### src/rtl/core/dur_pkg.sv
// ----------------------------------------------------------------------------
// dur_pkg: shared definitions for the duration string parser
// phase and status codes, unit ranks, character codes and the control struct
// ----------------------------------------------------------------------------
package dur_pkg;

  // default width of counts and totals
  localparam int unsigned VALUE_BITS_DFLT = 31;

  // result field widths
  localparam int unsigned STATUS_W  = 2;
  localparam int unsigned SECONDS_W = 31;
  localparam int unsigned OUT_DATA_W = ((STATUS_W + SECONDS_W + 7) / 8) * 8;

  // parse phases
  localparam int unsigned PHASE_W = 3;
  localparam logic [PHASE_W-1:0] PH_START     = 3'd0;
  localparam logic [PHASE_W-1:0] PH_NUMBER    = 3'd1;
  localparam logic [PHASE_W-1:0] PH_UNIT_DONE = 3'd2;
  localparam logic [PHASE_W-1:0] PH_AFTER_M   = 3'd3;
  localparam logic [PHASE_W-1:0] PH_AFTER_MI  = 3'd4;
  localparam logic [PHASE_W-1:0] PH_AFTER_S   = 3'd5;
  localparam logic [PHASE_W-1:0] PH_AFTER_SE  = 3'd6;

  // result status codes
  localparam logic [STATUS_W-1:0] ST_OK       = 2'd0;
  localparam logic [STATUS_W-1:0] ST_SYNTAX   = 2'd1;
  localparam logic [STATUS_W-1:0] ST_ORDER    = 2'd2;
  localparam logic [STATUS_W-1:0] ST_OVERFLOW = 2'd3;

  // unit ranks, larger unit has higher rank
  localparam int unsigned RANK_W = 3;
  localparam logic [RANK_W-1:0] RANK_SEC  = 3'd1;
  localparam logic [RANK_W-1:0] RANK_MIN  = 3'd2;
  localparam logic [RANK_W-1:0] RANK_HOUR = 3'd3;
  localparam logic [RANK_W-1:0] RANK_DAY  = 3'd4;
  localparam logic [RANK_W-1:0] RANK_NONE = 3'd5;

  // seconds per unit
  localparam int unsigned MULT_W = 17;
  localparam logic [MULT_W-1:0] MULT_DAY  = 17'd86400;
  localparam logic [MULT_W-1:0] MULT_HOUR = 17'd3600;
  localparam logic [MULT_W-1:0] MULT_MIN  = 17'd60;
  localparam logic [MULT_W-1:0] MULT_SEC  = 17'd1;

  // character codes
  localparam logic [7:0] CHAR_0 = 8'h30;
  localparam logic [7:0] CHAR_9 = 8'h39;
  localparam logic [7:0] CHAR_D = 8'h64;
  localparam logic [7:0] CHAR_H = 8'h68;
  localparam logic [7:0] CHAR_M = 8'h6d;
  localparam logic [7:0] CHAR_S = 8'h73;
  localparam logic [7:0] CHAR_I = 8'h69;
  localparam logic [7:0] CHAR_N = 8'h6e;
  localparam logic [7:0] CHAR_E = 8'h65;
  localparam logic [7:0] CHAR_C = 8'h63;

  // control part of the parser state
  typedef struct packed {
    logic [PHASE_W-1:0]  phase;
    logic [RANK_W-1:0]   rank;
    logic [STATUS_W-1:0] err;
  } ctrl_t;

  localparam ctrl_t CTRL_RESET = '{phase: PH_START, rank: RANK_NONE, err: ST_OK};

endpackage

### src/rtl/core/dur_step.sv
// ----------------------------------------------------------------------------
// dur_step: one character step of the duration parser
// next state and end-of-string result from current state and one character
// ----------------------------------------------------------------------------
module dur_step #(
  parameter int unsigned VALUE_BITS = dur_pkg::VALUE_BITS_DFLT
) (
  input  dur_pkg::ctrl_t                  ctrl_i,
  input  logic [VALUE_BITS-1:0]           count_i,
  input  logic [VALUE_BITS-1:0]           total_i,
  input  logic [7:0]                      char_i,
  input  logic                            last_i,
  output dur_pkg::ctrl_t                  ctrl_o,
  output logic [VALUE_BITS-1:0]           count_o,
  output logic [VALUE_BITS-1:0]           total_o,
  output logic [dur_pkg::STATUS_W-1:0]    status_o,
  output logic [dur_pkg::SECONDS_W-1:0]   seconds_o
);

  localparam int unsigned DW  = VALUE_BITS + 4;
  localparam int unsigned PW  = VALUE_BITS + dur_pkg::MULT_W;
  localparam int unsigned EXW = (VALUE_BITS > dur_pkg::SECONDS_W) ?
                                VALUE_BITS : dur_pkg::SECONDS_W;
  localparam logic [VALUE_BITS-1:0] LIMIT = {VALUE_BITS{1'b1}};

  logic                           is_digit;
  logic [7:0]                     digit_off;
  logic [VALUE_BITS-1:0]          base;
  logic [DW-1:0]                  dig_wide;
  logic                           dig_ovf;
  logic                           is_unit;
  logic [dur_pkg::RANK_W-1:0]     unit_rank;
  logic [dur_pkg::MULT_W-1:0]     unit_mult;
  logic [dur_pkg::PHASE_W-1:0]    unit_phase;
  logic [PW-1:0]                  prod;
  logic                           prod_ovf;
  logic [VALUE_BITS:0]            sum;
  dur_pkg::ctrl_t                 ctrl_n;
  logic [VALUE_BITS-1:0]          count_n;
  logic [VALUE_BITS-1:0]          total_n;
  logic [EXW-1:0]                 total_ext;
  logic                           end_ok;

  // digit accumulate: count * 10 + digit, checked against the value range
  assign is_digit  = (char_i >= dur_pkg::CHAR_0) && (char_i <= dur_pkg::CHAR_9);
  assign digit_off = char_i - dur_pkg::CHAR_0;
  assign base      = (ctrl_i.phase == dur_pkg::PH_NUMBER) ? count_i : '0;
  assign dig_wide  = (DW'(base) << 3) + (DW'(base) << 1) + DW'(digit_off[3:0]);
  assign dig_ovf   = dig_wide > DW'(LIMIT);

  // unit decode
  always_comb begin
    is_unit    = 1'b1;
    unit_rank  = dur_pkg::RANK_SEC;
    unit_mult  = dur_pkg::MULT_SEC;
    unit_phase = dur_pkg::PH_AFTER_S;
    priority if (char_i == dur_pkg::CHAR_D) begin
      unit_rank  = dur_pkg::RANK_DAY;
      unit_mult  = dur_pkg::MULT_DAY;
      unit_phase = dur_pkg::PH_UNIT_DONE;
    end else if (char_i == dur_pkg::CHAR_H) begin
      unit_rank  = dur_pkg::RANK_HOUR;
      unit_mult  = dur_pkg::MULT_HOUR;
      unit_phase = dur_pkg::PH_UNIT_DONE;
    end else if (char_i == dur_pkg::CHAR_M) begin
      unit_rank  = dur_pkg::RANK_MIN;
      unit_mult  = dur_pkg::MULT_MIN;
      unit_phase = dur_pkg::PH_AFTER_M;
    end else if (char_i == dur_pkg::CHAR_S) begin
      unit_rank  = dur_pkg::RANK_SEC;
      unit_mult  = dur_pkg::MULT_SEC;
      unit_phase = dur_pkg::PH_AFTER_S;
    end else begin
      is_unit = 1'b0;
    end
  end

  // component close: one multiply, then add into the running total
  assign prod     = PW'(count_i) * PW'(unit_mult);
  assign prod_ovf = prod > PW'(LIMIT);
  assign sum      = {1'b0, total_i} + {1'b0, prod[VALUE_BITS-1:0]};

  always_comb begin
    ctrl_n  = ctrl_i;
    count_n = count_i;
    total_n = total_i;
    if (ctrl_i.err == dur_pkg::ST_OK) begin
      unique case (ctrl_i.phase)
        dur_pkg::PH_START, dur_pkg::PH_UNIT_DONE, dur_pkg::PH_AFTER_M,
        dur_pkg::PH_AFTER_S: begin
          if ((ctrl_i.phase == dur_pkg::PH_AFTER_M) && (char_i == dur_pkg::CHAR_I)) begin
            ctrl_n.phase = dur_pkg::PH_AFTER_MI;
          end else if ((ctrl_i.phase == dur_pkg::PH_AFTER_S) &&
                       (char_i == dur_pkg::CHAR_E)) begin
            ctrl_n.phase = dur_pkg::PH_AFTER_SE;
          end else if (is_digit) begin
            count_n      = dig_wide[VALUE_BITS-1:0];
            ctrl_n.phase = dur_pkg::PH_NUMBER;
          end else begin
            ctrl_n.err = dur_pkg::ST_SYNTAX;
          end
        end
        dur_pkg::PH_NUMBER: begin
          if (is_digit) begin
            if (dig_ovf) begin
              ctrl_n.err = dur_pkg::ST_OVERFLOW;
            end else begin
              count_n = dig_wide[VALUE_BITS-1:0];
            end
          end else if (is_unit) begin
            // order check comes before the range checks
            if (unit_rank >= ctrl_i.rank) begin
              ctrl_n.err = dur_pkg::ST_ORDER;
            end else if (prod_ovf || sum[VALUE_BITS]) begin
              ctrl_n.err = dur_pkg::ST_OVERFLOW;
            end else begin
              total_n      = sum[VALUE_BITS-1:0];
              count_n      = '0;
              ctrl_n.rank  = unit_rank;
              ctrl_n.phase = unit_phase;
            end
          end else begin
            ctrl_n.err = dur_pkg::ST_SYNTAX;
          end
        end
        dur_pkg::PH_AFTER_MI: begin
          if (char_i == dur_pkg::CHAR_N) begin
            ctrl_n.phase = dur_pkg::PH_UNIT_DONE;
          end else begin
            ctrl_n.err = dur_pkg::ST_SYNTAX;
          end
        end
        dur_pkg::PH_AFTER_SE: begin
          if (char_i == dur_pkg::CHAR_C) begin
            ctrl_n.phase = dur_pkg::PH_UNIT_DONE;
          end else begin
            ctrl_n.err = dur_pkg::ST_SYNTAX;
          end
        end
        default: begin
          ctrl_n.err = dur_pkg::ST_SYNTAX;
        end
      endcase
    end
  end

  // string may only end right after a complete unit
  assign end_ok = (ctrl_n.phase == dur_pkg::PH_UNIT_DONE) ||
                  (ctrl_n.phase == dur_pkg::PH_AFTER_M) ||
                  (ctrl_n.phase == dur_pkg::PH_AFTER_S);

  always_comb begin
    status_o = ctrl_n.err;
    if (last_i && (ctrl_n.err == dur_pkg::ST_OK) && !end_ok) begin
      status_o = dur_pkg::ST_SYNTAX;
    end
  end

  assign total_ext = EXW'(total_n);
  assign seconds_o = (status_o == dur_pkg::ST_OK) ? total_ext[dur_pkg::SECONDS_W-1:0] : '0;
  assign ctrl_o    = ctrl_n;
  assign count_o   = count_n;
  assign total_o   = total_n;

endmodule

### src/rtl/core/duration_string_parser.sv
// ----------------------------------------------------------------------------
// duration_string_parser: streaming parser for duration text like 1h30m
// takes one character per transaction, gives status and total seconds
// ----------------------------------------------------------------------------
// usage
//   slave side: one character per transaction, tdata = char_code, tlast marks
//   the final character of a string. a string is a run of decimal counts
//   each followed by a unit d, h, m/min or s/sec in strictly descending order.
//   master side: one transaction per string, sent for the tlast character.
//   tdata = status (0 ok, 1 syntax, 2 unit order, 3 overflow) and total
//   seconds (zero unless status is ok).
// throughput
//   one character per cycle sustained while no tlast character waits for the
//   output register. a character is held in the input register and is parsed
//   there; the result of a tlast character is loaded into the output register
//   once that is free, and shows on the master side from there.
//   the loop that sets the pace is the per-character state update, whose
//   longest path is the unit multiply and the add into the running total.
// reset
//   asynchronous active-low reset empties both registers and puts the parser
//   at the start of a string. after every tlast character the parser returns
//   to the same start state by itself.
// stall
//   while a result waits on the master side, characters that give no result
//   keep flowing; a tlast character waits in the input register until the
//   output register is free, and the slave side stalls meanwhile.
// ----------------------------------------------------------------------------
module duration_string_parser #(
  parameter int unsigned VALUE_BITS = dur_pkg::VALUE_BITS_DFLT
) (
  input  logic                             clk_i,
  input  logic                             rst_ni,
  // slave side
  input  logic                             s_axis_tvalid_i,
  output logic                             s_axis_tready_o,
  input  logic [7:0]                       s_axis_tdata_i,  // [7:0] char_code
  input  logic                             s_axis_tlast_i,  // is_last
  // master side
  output logic                             m_axis_tvalid_o,
  input  logic                             m_axis_tready_i,
  output logic [dur_pkg::OUT_DATA_W-1:0]   m_axis_tdata_o   // [1:0] status,
                                                            // [32:2] total_seconds,
                                                            // rest zero
);

  localparam int unsigned PAD_W = dur_pkg::OUT_DATA_W - dur_pkg::STATUS_W
                                  - dur_pkg::SECONDS_W;

  // input register
  logic                          s1_valid_q, s1_valid_d;
  logic [7:0]                    s1_char_q;
  logic                          s1_last_q;

  // parser state
  dur_pkg::ctrl_t                ctrl_q, ctrl_d, ctrl_n;
  logic [VALUE_BITS-1:0]         count_q, count_d, count_n;
  logic [VALUE_BITS-1:0]         total_q, total_d, total_n;

  // result register
  logic                          out_valid_q, out_valid_d;
  logic [dur_pkg::STATUS_W-1:0]  out_status_q, step_status;
  logic [dur_pkg::SECONDS_W-1:0] out_secs_q, step_secs;

  logic                          in_fire;
  logic                          out_free;
  logic                          step_go;
  logic                          out_load;

  // a character without tlast never needs the output register
  assign out_free        = !out_valid_q || m_axis_tready_i;
  assign step_go         = s1_valid_q && (!s1_last_q || out_free);
  assign out_load        = step_go && s1_last_q;
  assign s_axis_tready_o = !s1_valid_q || step_go;
  assign in_fire         = s_axis_tvalid_i && s_axis_tready_o;

  dur_step #(
    .VALUE_BITS (VALUE_BITS)
  ) u_step (
    .ctrl_i    (ctrl_q),
    .count_i   (count_q),
    .total_i   (total_q),
    .char_i    (s1_char_q),
    .last_i    (s1_last_q),
    .ctrl_o    (ctrl_n),
    .count_o   (count_n),
    .total_o   (total_n),
    .status_o  (step_status),
    .seconds_o (step_secs)
  );

  // state advances on each parsed character, back to start after tlast
  always_comb begin
    ctrl_d  = ctrl_q;
    count_d = count_q;
    total_d = total_q;
    if (step_go) begin
      if (s1_last_q) begin
        ctrl_d  = dur_pkg::CTRL_RESET;
        count_d = '0;
        total_d = '0;
      end else begin
        ctrl_d  = ctrl_n;
        count_d = count_n;
        total_d = total_n;
      end
    end
  end

  always_comb begin
    s1_valid_d = s1_valid_q;
    if (in_fire) begin
      s1_valid_d = 1'b1;
    end else if (step_go) begin
      s1_valid_d = 1'b0;
    end
  end

  always_comb begin
    out_valid_d = out_valid_q;
    if (out_load) begin
      out_valid_d = 1'b1;
    end else if (m_axis_tready_i) begin
      out_valid_d = 1'b0;
    end
  end

  always_ff @(posedge clk_i or negedge rst_ni) begin
    if (!rst_ni) begin
      s1_valid_q  <= 1'b0;
      out_valid_q <= 1'b0;
      ctrl_q      <= dur_pkg::CTRL_RESET;
      count_q     <= '0;
      total_q     <= '0;
    end else begin
      s1_valid_q  <= s1_valid_d;
      out_valid_q <= out_valid_d;
      ctrl_q      <= ctrl_d;
      count_q     <= count_d;
      total_q     <= total_d;
    end
  end

  // payload registers
  always_ff @(posedge clk_i) begin
    if (in_fire) begin
      s1_char_q <= s_axis_tdata_i;
      s1_last_q <= s_axis_tlast_i;
    end
    if (out_load) begin
      out_status_q <= step_status;
      out_secs_q   <= step_secs;
    end
  end

  assign m_axis_tvalid_o = out_valid_q;
  assign m_axis_tdata_o  = {{PAD_W{1'b0}}, out_secs_q, out_status_q};

  // rejected strings always report zero seconds
  assert property (@(posedge clk_i) disable iff (!rst_ni)
    (m_axis_tvalid_o && (out_status_q != dur_pkg::ST_OK)) |-> (out_secs_q == '0))
    else $error("nonzero total on rejected string");

  // parser is back at the start after a final character
  assert property (@(posedge clk_i) disable iff (!rst_ni)
    out_load |=> ((ctrl_q == dur_pkg::CTRL_RESET) && (count_q == '0) && (total_q == '0)))
    else $error("parser state not cleared after end of string");

  // first error sticks until the end of the string
  assert property (@(posedge clk_i) disable iff (!rst_ni)
    (step_go && !s1_last_q && (ctrl_q.err != dur_pkg::ST_OK))
      |=> (ctrl_q.err == $past(ctrl_q.err)))
    else $error("error status changed before end of string");

  // only final characters reach the output register
  assert property (@(posedge clk_i) disable iff (!rst_ni)
    (step_go && !s1_last_q) |=> (out_valid_q == $past(out_valid_q && !m_axis_tready_i)))
    else $error("result produced by a non-final character");

  // the unit rank only drops within a string
  assert property (@(posedge clk_i) disable iff (!rst_ni)
    (step_go && !s1_last_q) |=> (ctrl_q.rank <= $past(ctrl_q.rank)))
    else $error("unit rank rose within a string");

endmodule
### config.mk
export PLATFORM = sky130hd
export DESIGN_NAME = duration_string_parser
export DESIGN_NICKNAME = d
export VERILOG_FILES = /design/src/rtl/core/dur_pkg.sv /design/src/rtl/core/dur_step.sv /design/src/rtl/core/duration_string_parser.sv
export SDC_FILE = /design/constraint.sdc
export NUM_CORES = 1
export LEC_CHECK = 0
export CAP_MARGIN = 20
export CORE_MARGIN = 3
export CORE_UTILIZATION = 55
export DETAILED_ROUTE_END_ITERATION = 6
export DONT_BUFFER_PORTS = 1
export PLACE_DENSITY = 0.7
export SYNTH_ARGS = -nofsm -noshare
export SYNTH_HDL_FRONTEND = slang
export SYNTH_SLANG_ARGS = --single-unit
### constraint.sdc
create_clock -name clk_i -period 14.7 [get_ports clk_i]
set_input_delay 0 -clock clk_i [delete_from_list [all_inputs] [get_ports clk_i]]
set_output_delay 0 -clock clk_i [all_outputs]
set_load 0.1 [all_outputs]
# Word-level counts from Yosys, hierarchy flattened
# Index checks and enable logic that the tools add are counted.
[totals] reg_bits=114 elab_cells=140
[classes] n_addsub=4 multipliers=1 order_cmp=5 n_eq_ne=27 mux=61 reduce_logical=31
[op_table] op="two-way mux 31 bit" count=18
[op_table] op="equality test 8 x 7 -> 1 bit (second input constant)" count=8
[op_table] op="one-hot mux 31 bit (2 select lines)" count=1
[op_table] op="> comparator 48 x 31 -> 1 bit (second input constant)" count=1
[op_table] op="multiplier 31 x 17 -> 48 bit" count=1
[op_table] op="adder 34 x 32 -> 35 bit" count=1
[op_table] op="adder 35 x 4 -> 35 bit" count=1
[op_table] op="> comparator 35 x 31 -> 1 bit (second input constant)" count=1
[op_table] op="two-way mux 17 bit" count=2
[op_table] op="two-way mux 3 bit" count=11
[op_table] op="adder 31 x 31 -> 32 bit" count=1
[op_table] op="two-way mux 6 bit" count=5
[op_table] op="two-way mux 2 bit" count=12
[op_table] op="two-way mux 8 bit" count=2
[op_table] op="equality test 3 x 2 -> 1 bit (second input constant)" count=4
[op_table] op="equality test 3 bit (second input constant)" count=4
[op_table] op="one-hot mux 3 bit (4 select lines)" count=1
[op_table] op="AND reduction 10 bit" count=1
[op_table] op="nonzero test 2 bit" count=5
[op_table] op=">= comparator 8 x 6 -> 1 bit (second input constant)" count=1
[op_table] op="<= comparator 8 x 6 -> 1 bit (second input constant)" count=1
[op_table] op="logical AND 1 bit" count=8
[op_table] op="two-way mux 1 bit" count=8
[op_table] op="inequality test 4 x 3 -> 1 bit (second input constant)" count=2
[op_table] op="16 further kinds" count=29

# Depth between registers and ports, before layout
# Gate-level depths: netlist of the first run.
[depth] word_depth=20 mapped_depth=41 depth_no_buf=38

# By module
# Synthesis of the first run repeated with hierarchy kept, for this count alone.
[unflattened] hier_cells=2924 area_unflattened_um2=24828.8
[by_module_without_submodules] mod="dur_step" n_inst=1 cells_each=2469 area_each_um2=19477.4
[by_module_without_submodules] mod="duration_string_parser" n_inst=1 cells_each=455 area_each_um2=5351.4

# Worst setup path after synthesis of the first run
# OpenSTA, ideal clock, no wires.
[synth_timing] path_kind="reg-to-reg" start="register s1_char_q[4]" end="register out_secs_q[10] (netlist name), data pin" setup_time_ns=0.257 t_arrival_ns=8.859 required_ns=14.443 setup_slack_ns=5.583 stages_incl_launch_ff=36 path_buffers=4 cell_sequence="edfxtp_1 > nor4bb_1 > nand2_1 > nor4_2 > nor2_1 > inv_1 > clkbuf_1 > nand2_1 > fa_1 > fa_1 > fa_1 > inv_1 > fa_1 > fa_1 > inv_1 > fa_1 > inv_1 > ha_1 > clkbuf_1 > nand2_1 > nor4_1 > and2_1 > o21a_1 > nor2_1 > xnor2_1 > ha_1 > a2111oi_0 > nand4b_1 > nor4b_2 > nand4_2 > nor2_4 > nand4_1 > buf_2 > clkbuf_1 > nand2_1 > a21oi_2"
[synth_between] elab_chain_cells=20
[synth_rtl] item="from (decl)" line_no="duration_string_parser.sv:51" rtl="logic [7:0] s1_char_q;"
[synth_rtl] item="from (signal assigned)" line_no="duration_string_parser.sv:146" rtl="s1_char_q <= s_axis_tdata_i;"
[synth_rtl] item="equality test 8 x 7 -> 1 bit" line_no="dur_step.sv:65" rtl="end else if (char_i == dur_pkg::CHAR_M) begin"
[synth_rtl] item="two-way mux 6 bit" line_no="dur_step.sv:65"
[synth_rtl] item="two-way mux 17 bit" line_no="dur_step.sv:61" rtl="end else if (char_i == dur_pkg::CHAR_H) begin"
[synth_rtl] item="two-way mux 17 bit" line_no="dur_step.sv:57" rtl="priority if (char_i == dur_pkg::CHAR_D) begin"
[synth_rtl] item="multiplier 31 x 17 -> 48 bit" line_no="dur_step.sv:79" rtl="assign prod = PW'(count_i) * PW'(unit_mult);"
[synth_rtl] item="> comparator 48 x 31 -> 1 bit or adder 31 x 31 -> 32 bit (tied branches)" line_no="dur_step.sv:80, dur_step.sv:81"
[synth_rtl] item="logical OR 1 bit" line_no="dur_step.sv:114" rtl="end else if (prod_ovf || sum[VALUE_BITS]) begin"
[synth_rtl] item="two-way mux 6 bit" line_no="dur_step.sv:114"
[synth_rtl] item="[... 4 more ...]"
[synth_rtl] item="two-way mux 8 bit" line_no="dur_step.sv:87" rtl="if (ctrl_i.err == dur_pkg::ST_OK) begin"
[synth_rtl] item="equality test 3 x 2 -> 1 bit, on equally long branches" line_no="dur_step.sv:148, dur_step.sv:149"
[synth_rtl] item="logical OR 1 bit" line_no="dur_step.sv:148" rtl="assign end_ok = (ctrl_n.phase == dur_pkg::PH_UNIT_DONE) ||"
[synth_rtl] item="logical OR 1 bit" line_no="dur_step.sv:149" rtl="(ctrl_n.phase == dur_pkg::PH_AFTER_M) ||"
[synth_rtl] item="zero test 1 bit" line_no="dur_step.sv:154" rtl="if (last_i && (ctrl_n.err == dur_pkg::ST_OK) && !end_ok) begin"
[synth_rtl] item="logical AND 1 bit" line_no="dur_step.sv:154"
[synth_rtl] item="two-way mux 2 bit" line_no="dur_step.sv:154"
[synth_rtl] item="zero test 2 bit" line_no="dur_step.sv:160" rtl="assign seconds_o = (status_o == dur_pkg::ST_OK) ? total_ext[dur_pkg::SECONDS_W-1:0] : '0;"
[synth_rtl] item="to (signal assigned)" line_no="duration_string_parser.sv:151" rtl="out_secs_q <= step_secs;"
[synth_rtl] item="to (decl)" line_no="duration_string_parser.sv:62" rtl="logic [dur_pkg::SECONDS_W-1:0] out_secs_q, step_secs;"
# Several ways; a longest one is shown, not always the timed one. The select of a mux whose other input is x is not followed.
# A chain may end at the register's enable or synchronous reset.

# Worst setup path in the final report of the first run
[layout_timing] start="register s1_char_q[4]" end="register out_secs_q[18] (netlist name), data pin"
# Same word-level chain as after synthesis.

==> flow_summary_export.csv, run 1 <==
group,metric,value,unit
placement,dp_worst_setup_slack,3640,ps
grt,grt.total_usage,0.284,
pwr,p_leak,0.0122,uW
worst_setup_path,crit_slowest_cell,"nor4_4",
sta,fin_crit,11190,ps
placement,port-buffer-count,0,
synth,synth_cell_types,85,
synth,yosysTopAreaCellShare,0.241,
die,coreArea,40300,sq um
sta,rsz0062_at_grt,"no",
sta,fmax,0.0894,GHz
sta,setup_ws,3510,ps
clocking,clockBufferDepth,2,
routing,wl,61000,um
grt,grt_pass1_vias,19000,
synth,synth.most_common_cell,"inv_1",
worst_setup_path,critical_path_class,"register to register",
run,drv_cap,0,
clocking,cts.reportedPaths.clkPinSlew,60,ps
clocking,cts_tree,"built",
synth,ys_seq_area_frac,0.135,
grt,grt_overflow,0,
pwr,max-vdd-ir-drop,0.0000836,V
worst_setup_path,path_max_fanout,31,
synth,synthTopCellsByCount,"inv_1 (439), ha_1 (296), fa_1 (274), nand2_1 (195), a21oi_1 (171)",
routing,avgViaCountPerCell,5.94,
clocking,cts_setup_buffers,0,
synth,synth.area.mux_share,0.00275,
die,initial_utilization,0.565,
run_status,outcome,"complete, no violations",
grt,antenna_found_initial,1,
synth,synth_xor_area_frac,0.0501,
synth,synth-compound-area-share,0.172,
sta,finalSetupTns,0,ps
routing,drc,0,
worst_setup_path,slowest_delay,730,ps
worst_setup_path,crit_top_cell,"fa_1",
final_layout,instances_no_fill,3102,
die,die_area,43800,sq um
grt,grt_use_met3,0.0242,
sta,slew_violations,0,
clocking,cts_buffers,17,
die,num_io_pins,55,
die,dieWidth,209,um
synth,async_flop_share,0.632,
worst_setup_path,required,14960,ps
clocking,post_cts_resize_count,0,
sta,post-route-period-util,0.761,
routing,wl_per_cell,19.7,um
grt,met2_usage,0.485,
synth,synth_top_family_by_area,"adder cells",
placement,place.gp.congestion,0.923,
routing,antenna_left,0,
grt,busiest_layer,"met2",
synth,netlist_instances,2590,
grt,grt_max_degree,73,
grt,grt_pass1_wl,100000,um
clocking,clock-sinks,114,
worst_setup_path,cp_top_family,"simple AND/OR/NAND/NOR gates",
grt,met1_usage,0.373,
placement,placedCellCount,3055,
placement,place_hpwl,48600,um
die,placement_rows,73,
clocking,ctsRootBufferMaster,"clkbuf_16",
worst_setup_path,crit_arrival,11450,ps
sta,hold_viol,0,
min_path,hold_class,"input pin to register",
worst_setup_path,setup.worst_path.end_class,"register",
clocking,clock_latency,440,ps
routing,drt-initial-drc-count,1310,
final_layout,area_growth,5.35,%
synth,syn_area_per_cell,8.78,sq um
routing,drt_first_pass_iters,5,
clocking,hold_buffers,13,
sta,slew_headroom,0.340,
worst_setup_path,path_buf_inv,5,
routing,num_vias,18400,
sta,setup_viol,0,
final_layout,drive_above_1_share,0.0489,
synth,synth_edf_count,42,
synth,ys_warn_count,0,
synth,synth_ff_type,"dfrtp_1",
synth,yosys.area.top_type,"fa_1",
worst_setup_path,cp-start-kind,"register",
sta,worstMarginPinSlew,990,ps
die,chipHeight,209,um
final_layout,nets,3145,
synth,ys_ff_latch,114,
synth,synthAdderAreaFrac,0.404,
synth,synthSimpleGateAreaFrac,0.140,
synth,ys_top_cells_by_area,"fa_1 (24%), ha_1 (16%), dfrtp_1 (7.7%), inv_1 (7.2%), edfxtp_1 (5.5%)",
sta,clock-skew-final,13.2,ps
clocking,htree_levels,4,
synth,syn_area,22700,sq um
pwr,p_per_area,44.0,nW/um^2
-- per-stage QoR --
stage / total power (uW) / hold WS, ps / instance area (sq um) / util
2_1_floorplan: 554 / -296 / 22900 / -
3_3_place_gp: 608 / -289 / 23200 / 0.576
3_5_place_dp: 610 / -289 / 23200 / 0.576
4_1_cts: 1060 / 91.0 / 24000 / 0.595
5_1_grt: 1100 / 101 / 24000 / 0.595
6_report: 1050 / 89.6 / 24000 / 0.595
-- worst register-to-register path: cells and delay by family, from the launching register on --
kind            cells  cell delay (ps)
buf+inv             5              800
simple gates       15             4480
compound gates      5             1470
fa+ha+maj           8             3680
flops               1              410
xor+xnor            1              180
-- flip-flops by register name, summed over array words and instances (netlist names) --
register / cells
count_q: 31
out_secs_q: 31
total_q: 31
ctrl_q: 8
s1_char_q: 8
out_status_q: 2
m_axis_tvalid_o: 1
s1_last_q: 1
s1_valid_q: 1
-- logic make-up after synthesis --
group | count (synthesis)
multiplexers | 6
flip-flops | 114
other | 2
AND/OR/NAND/NOR | 629
buffers and inverters | 565
XOR/XNOR | 130
adder cells (fa/ha/maj) | 570
AO/OA/AOI/OAI | 574
-- cell type report --
class	instances	area [sq um]
multi-input cells	1955	17700
inverters	439	1650
diodes	2	5.00
clock buffers	17	425
flip-flops and latches	114	3070
repair buffers	35	313
fillers	3564	16300
clock inverters	15	171
well taps	525	657
-- path summary, 6_finish.rpt --
check / from / endpoint / slack [ps] / cells after the start
max: s1_char_q[4]$_DFFE_PP_ / out_secs_q[18]$_SDFFCE_PP0P_ / 3510 / 34
min: m_axis_tready_i / s1_valid_q$_DFFE_PN0P_ / 90 / 3
max reg2reg: s1_char_q[4]$_DFFE_PP_ / out_secs_q[18]$_SDFFCE_PP0P_ / 3510 / 34
min reg2reg: ctrl_q[2]$_DFFE_PN1P_ / ctrl_q[2]$_DFFE_PN1P_ / 480 / 2
max in group asynchronous: rst_ni / count_q[7]$_DFFE_PN0P_ / 14190 / 2
min in group asynchronous: rst_ni / ctrl_q[3]$_DFFE_PN0P_ / 170 / 2
-- layer usage --
metal  part of all wire  vias up
met5                  0        -
li1                   -     8593
met2               0.50      550
met1               0.42     9143
met4              0.039        0
met3              0.046      138
-- cells in the final DEF (no fill, tap or decap), types with 70 or more instances in the layout --
cell     instances
a21o_1          70
a21oi_1        170
and2_1          83
dfrtp_1         70
fa_1           274
ha_1           296
inv_1          439
nand2_1        195
nor2_1         122
o21ai_0         86
xnor2_1         99
-- where the power goes --
group          switching, uW  internal (uW)
Sequential              38.7            338
Combinational            157           81.0
Clock                    184            254
Power figures use the tool's default switching activity.
==> inputs of run 2 (changes only) <==
Settings changed: PLACE_DENSITY 0.7 to 0.73.
Clock period 14.7 ns to 9.1 ns, I/O delays scaled along.
==> run 2 against run 1 <==
Global-route usage up 0.38 points. Die area unchanged. Flip-flop and latch count unchanged. Power up 73%. Sequential power up 62%. Fmax up 24%. Cell count up 6.6%. Hold slack worse by 28 ps. Critical endpoint is now count_q[21]$_DFFE_PN0P_. Clock power up 48%. Largest cell class unchanged. Worst setup slack worse by 3400 ps.
==> flow_summary_export.csv, run 2 (synthesis gave the netlist of run 1 again) <==
group,metric,value,unit
run_status,outcome,"complete, no violations",
routing,wl,67200,um
worst_setup_path,path_max_fanout,7,
clocking,htree_levels,4,
die,die_area,43800,sq um
min_path,hold_class,"input pin to register",
pwr,p_per_area,67.4,nW/um^2
die,dieWidth,209,um
worst_setup_path,crit_arrival,9310,ps
routing,drt_first_pass_iters,5,
grt,grt_pass1_vias,19800,
run,drv_cap,0,
worst_setup_path,crit_top_cell,"fa_1",
placement,place.gp.congestion,0.919,
grt,grt_max_degree,73,
worst_setup_path,critical_path_class,"register to register",
final_layout,final_cell_mix,"inv_1 (418), ha_1 (272), fa_1 (271), nand2_1 (185), buf_4 (178)",
routing,topRoutingLayerUsed,"met5",
clocking,clock-sinks,114,
clocking,cts.reportedPaths.clkPinSlew,60,ps
die,num_io_pins,55,
final_layout,area_growth,18.8,%
pwr,p_leak,0.0134,uW
sta,slew_violations,0,
sta,setup_viol,0,
sta,clock-skew-final,11.2,ps
clocking,cts_tree,"built",
grt,grt.total_usage,0.287,
sta,post-route-period-util,0.988,
clocking,clock_latency,450,ps
pwr,max-vdd-ir-drop,0.000145,V
worst_setup_path,crit_slowest_cell,"fa_1",
final_layout,final_common_cell,"inv_1",
routing,drc,0,
die,chipHeight,209,um
routing,met1_length,26800,um
sta,rsz0062_at_grt,"yes",
routing,wl_per_cell,20.3,um
sta,hold_viol,0,
routing,num_vias,19700,
final_layout,nets,3350,
routing,route.met2.wl,33300,um
routing,avgViaCountPerCell,5.96,
sta,slew_headroom,0.347,
grt,grt_pass1_wl,102000,um
routing,antenna_left,0,
worst_setup_path,required,9420,ps
worst_setup_path,cp-start-kind,"register",
placement,place_hpwl,51100,um
placement,port-buffer-count,0,
clocking,clockBufferDepth,2,
die,coreArea,40300,sq um
worst_setup_path,setup.worst_path.end_class,"register",
worst_setup_path,r2r_setup_slack,110,ps
die,placement_rows,73,
routing,drt-initial-drc-count,1723,
grt,grt_overflow,0,
final_layout,fin_util,0.671,
clocking,ctsRootBufferMaster,"clkbuf_16",
sta,fin_crit,8990,ps
min_path,holdPathStages,1,
worst_setup_path,reg2reg_depth,35,
sta,worstMarginPinSlew,981,ps
worst_setup_path,slowest_delay,540,ps
final_layout,drive_above_1_share,0.178,
die,initial_utilization,0.565,
grt,antenna_found_initial,5,
sta,holdWs,61.9,ps
routing,met3_length,3840,um
clocking,cts_buffers,17,
sta,fmax,0.111,GHz
final_layout,reg_top3,"count_q x31, out_secs_q x31, total_q x31",
run 2: cell types whose count changed in the layout (fill, tap and decap cells not counted), moves of 17 or more:
cell | before | now
a21oi_1 | 170 | 149
buf_4 | 22 | 178
buf_6 | 0 | 19
ha_1 | 296 | 272
ha_4 | 0 | 20
inv_1 | 439 | 418
inv_2 | 0 | 19
o21ai_0 | 86 | 69
o2bb2ai_1 | 33 | 8
o2bb2ai_2 | 0 | 23
run 2: where the power goes:
group	switching (uW)	leakage [uW]	internal, uW
clock network	276	0.000255	374
logic	320	0.0118	243
registers	62.8	0.00140	547
total	658	0.0134	1160
run 2: final timing paths:
path / start / to
max: s1_char_q[7]$_DFFE_PP_ / count_q[21]$_DFFE_PN0P_
min: s_axis_tvalid_i / s1_char_q[5]$_DFFE_PP_
max reg2reg: s1_char_q[7]$_DFFE_PP_ / count_q[21]$_DFFE_PN0P_
min reg2reg: ctrl_q[2]$_DFFE_PN1P_ / ctrl_q[2]$_DFFE_PN1P_
max in group asynchronous: rst_ni / count_q[22]$_DFFE_PN0P_
min in group asynchronous: rst_ni / ctrl_q[0]$_DFFE_PN0P_
run 2: through the flow:
stage	std cells	setup WS (ps)	area, sq um	total power [uW]	TNS [ps]
CTS	3257	0.198	25300	1720	0
global route	3307	-284	27000	1890	-18120
detailed placement	3208	-370	24500	1050	-16630
global placement	3208	-16.5	24500	1040	-16.7
floorplan	2634	67.0	22900	895	0
finish	3308	110	27000	1820	0
run 2: layer usage:
layer	vias to the layer above	track usage
li1	9031	-
met1	9727	0.362
met2	758	0.500
met3	194	0.0356
met4	4	0.121
met5	-	0
run 2: area by class of cell:
cell class                      instances  area [sq um]
Antenna cell                            3          7.51
Inverter                              439          1660
Sequential cell                       114          3070
Tap cell                              525           657
Fill cell                            3083         13300
Multi-Input combinational cell       1955         18800
Clock buffer                           19           433
Timing Repair Buffer                  240          2320
Clock inverter                         13           113
run 2: critical path: cells and delay by family, from the launching register on:
family / cells / cell delay [ps]
AO/OA/AOI/OAI: 5 / 1160
AND/OR/NAND/NOR: 11 / 2440
flip-flops: 1 / 410
adder cells (fa/ha/maj): 7 / 3350
multiplexers: 1 / 190
buffers and inverters: 11 / 1300
run 2: timing repair:
| item | CTS | global route |
|---|---|---|
| hold endpoints to repair | 84 | 0 |
| pin swaps | 6 | 75 |
| gates resized for setup | 17 | 248 |
| cloned | 0 | 16 |
| setup endpoints to repair | 98 | 100 |
| hold buffers | 13 | 0 |
| setup buffers | 4 | 32 |
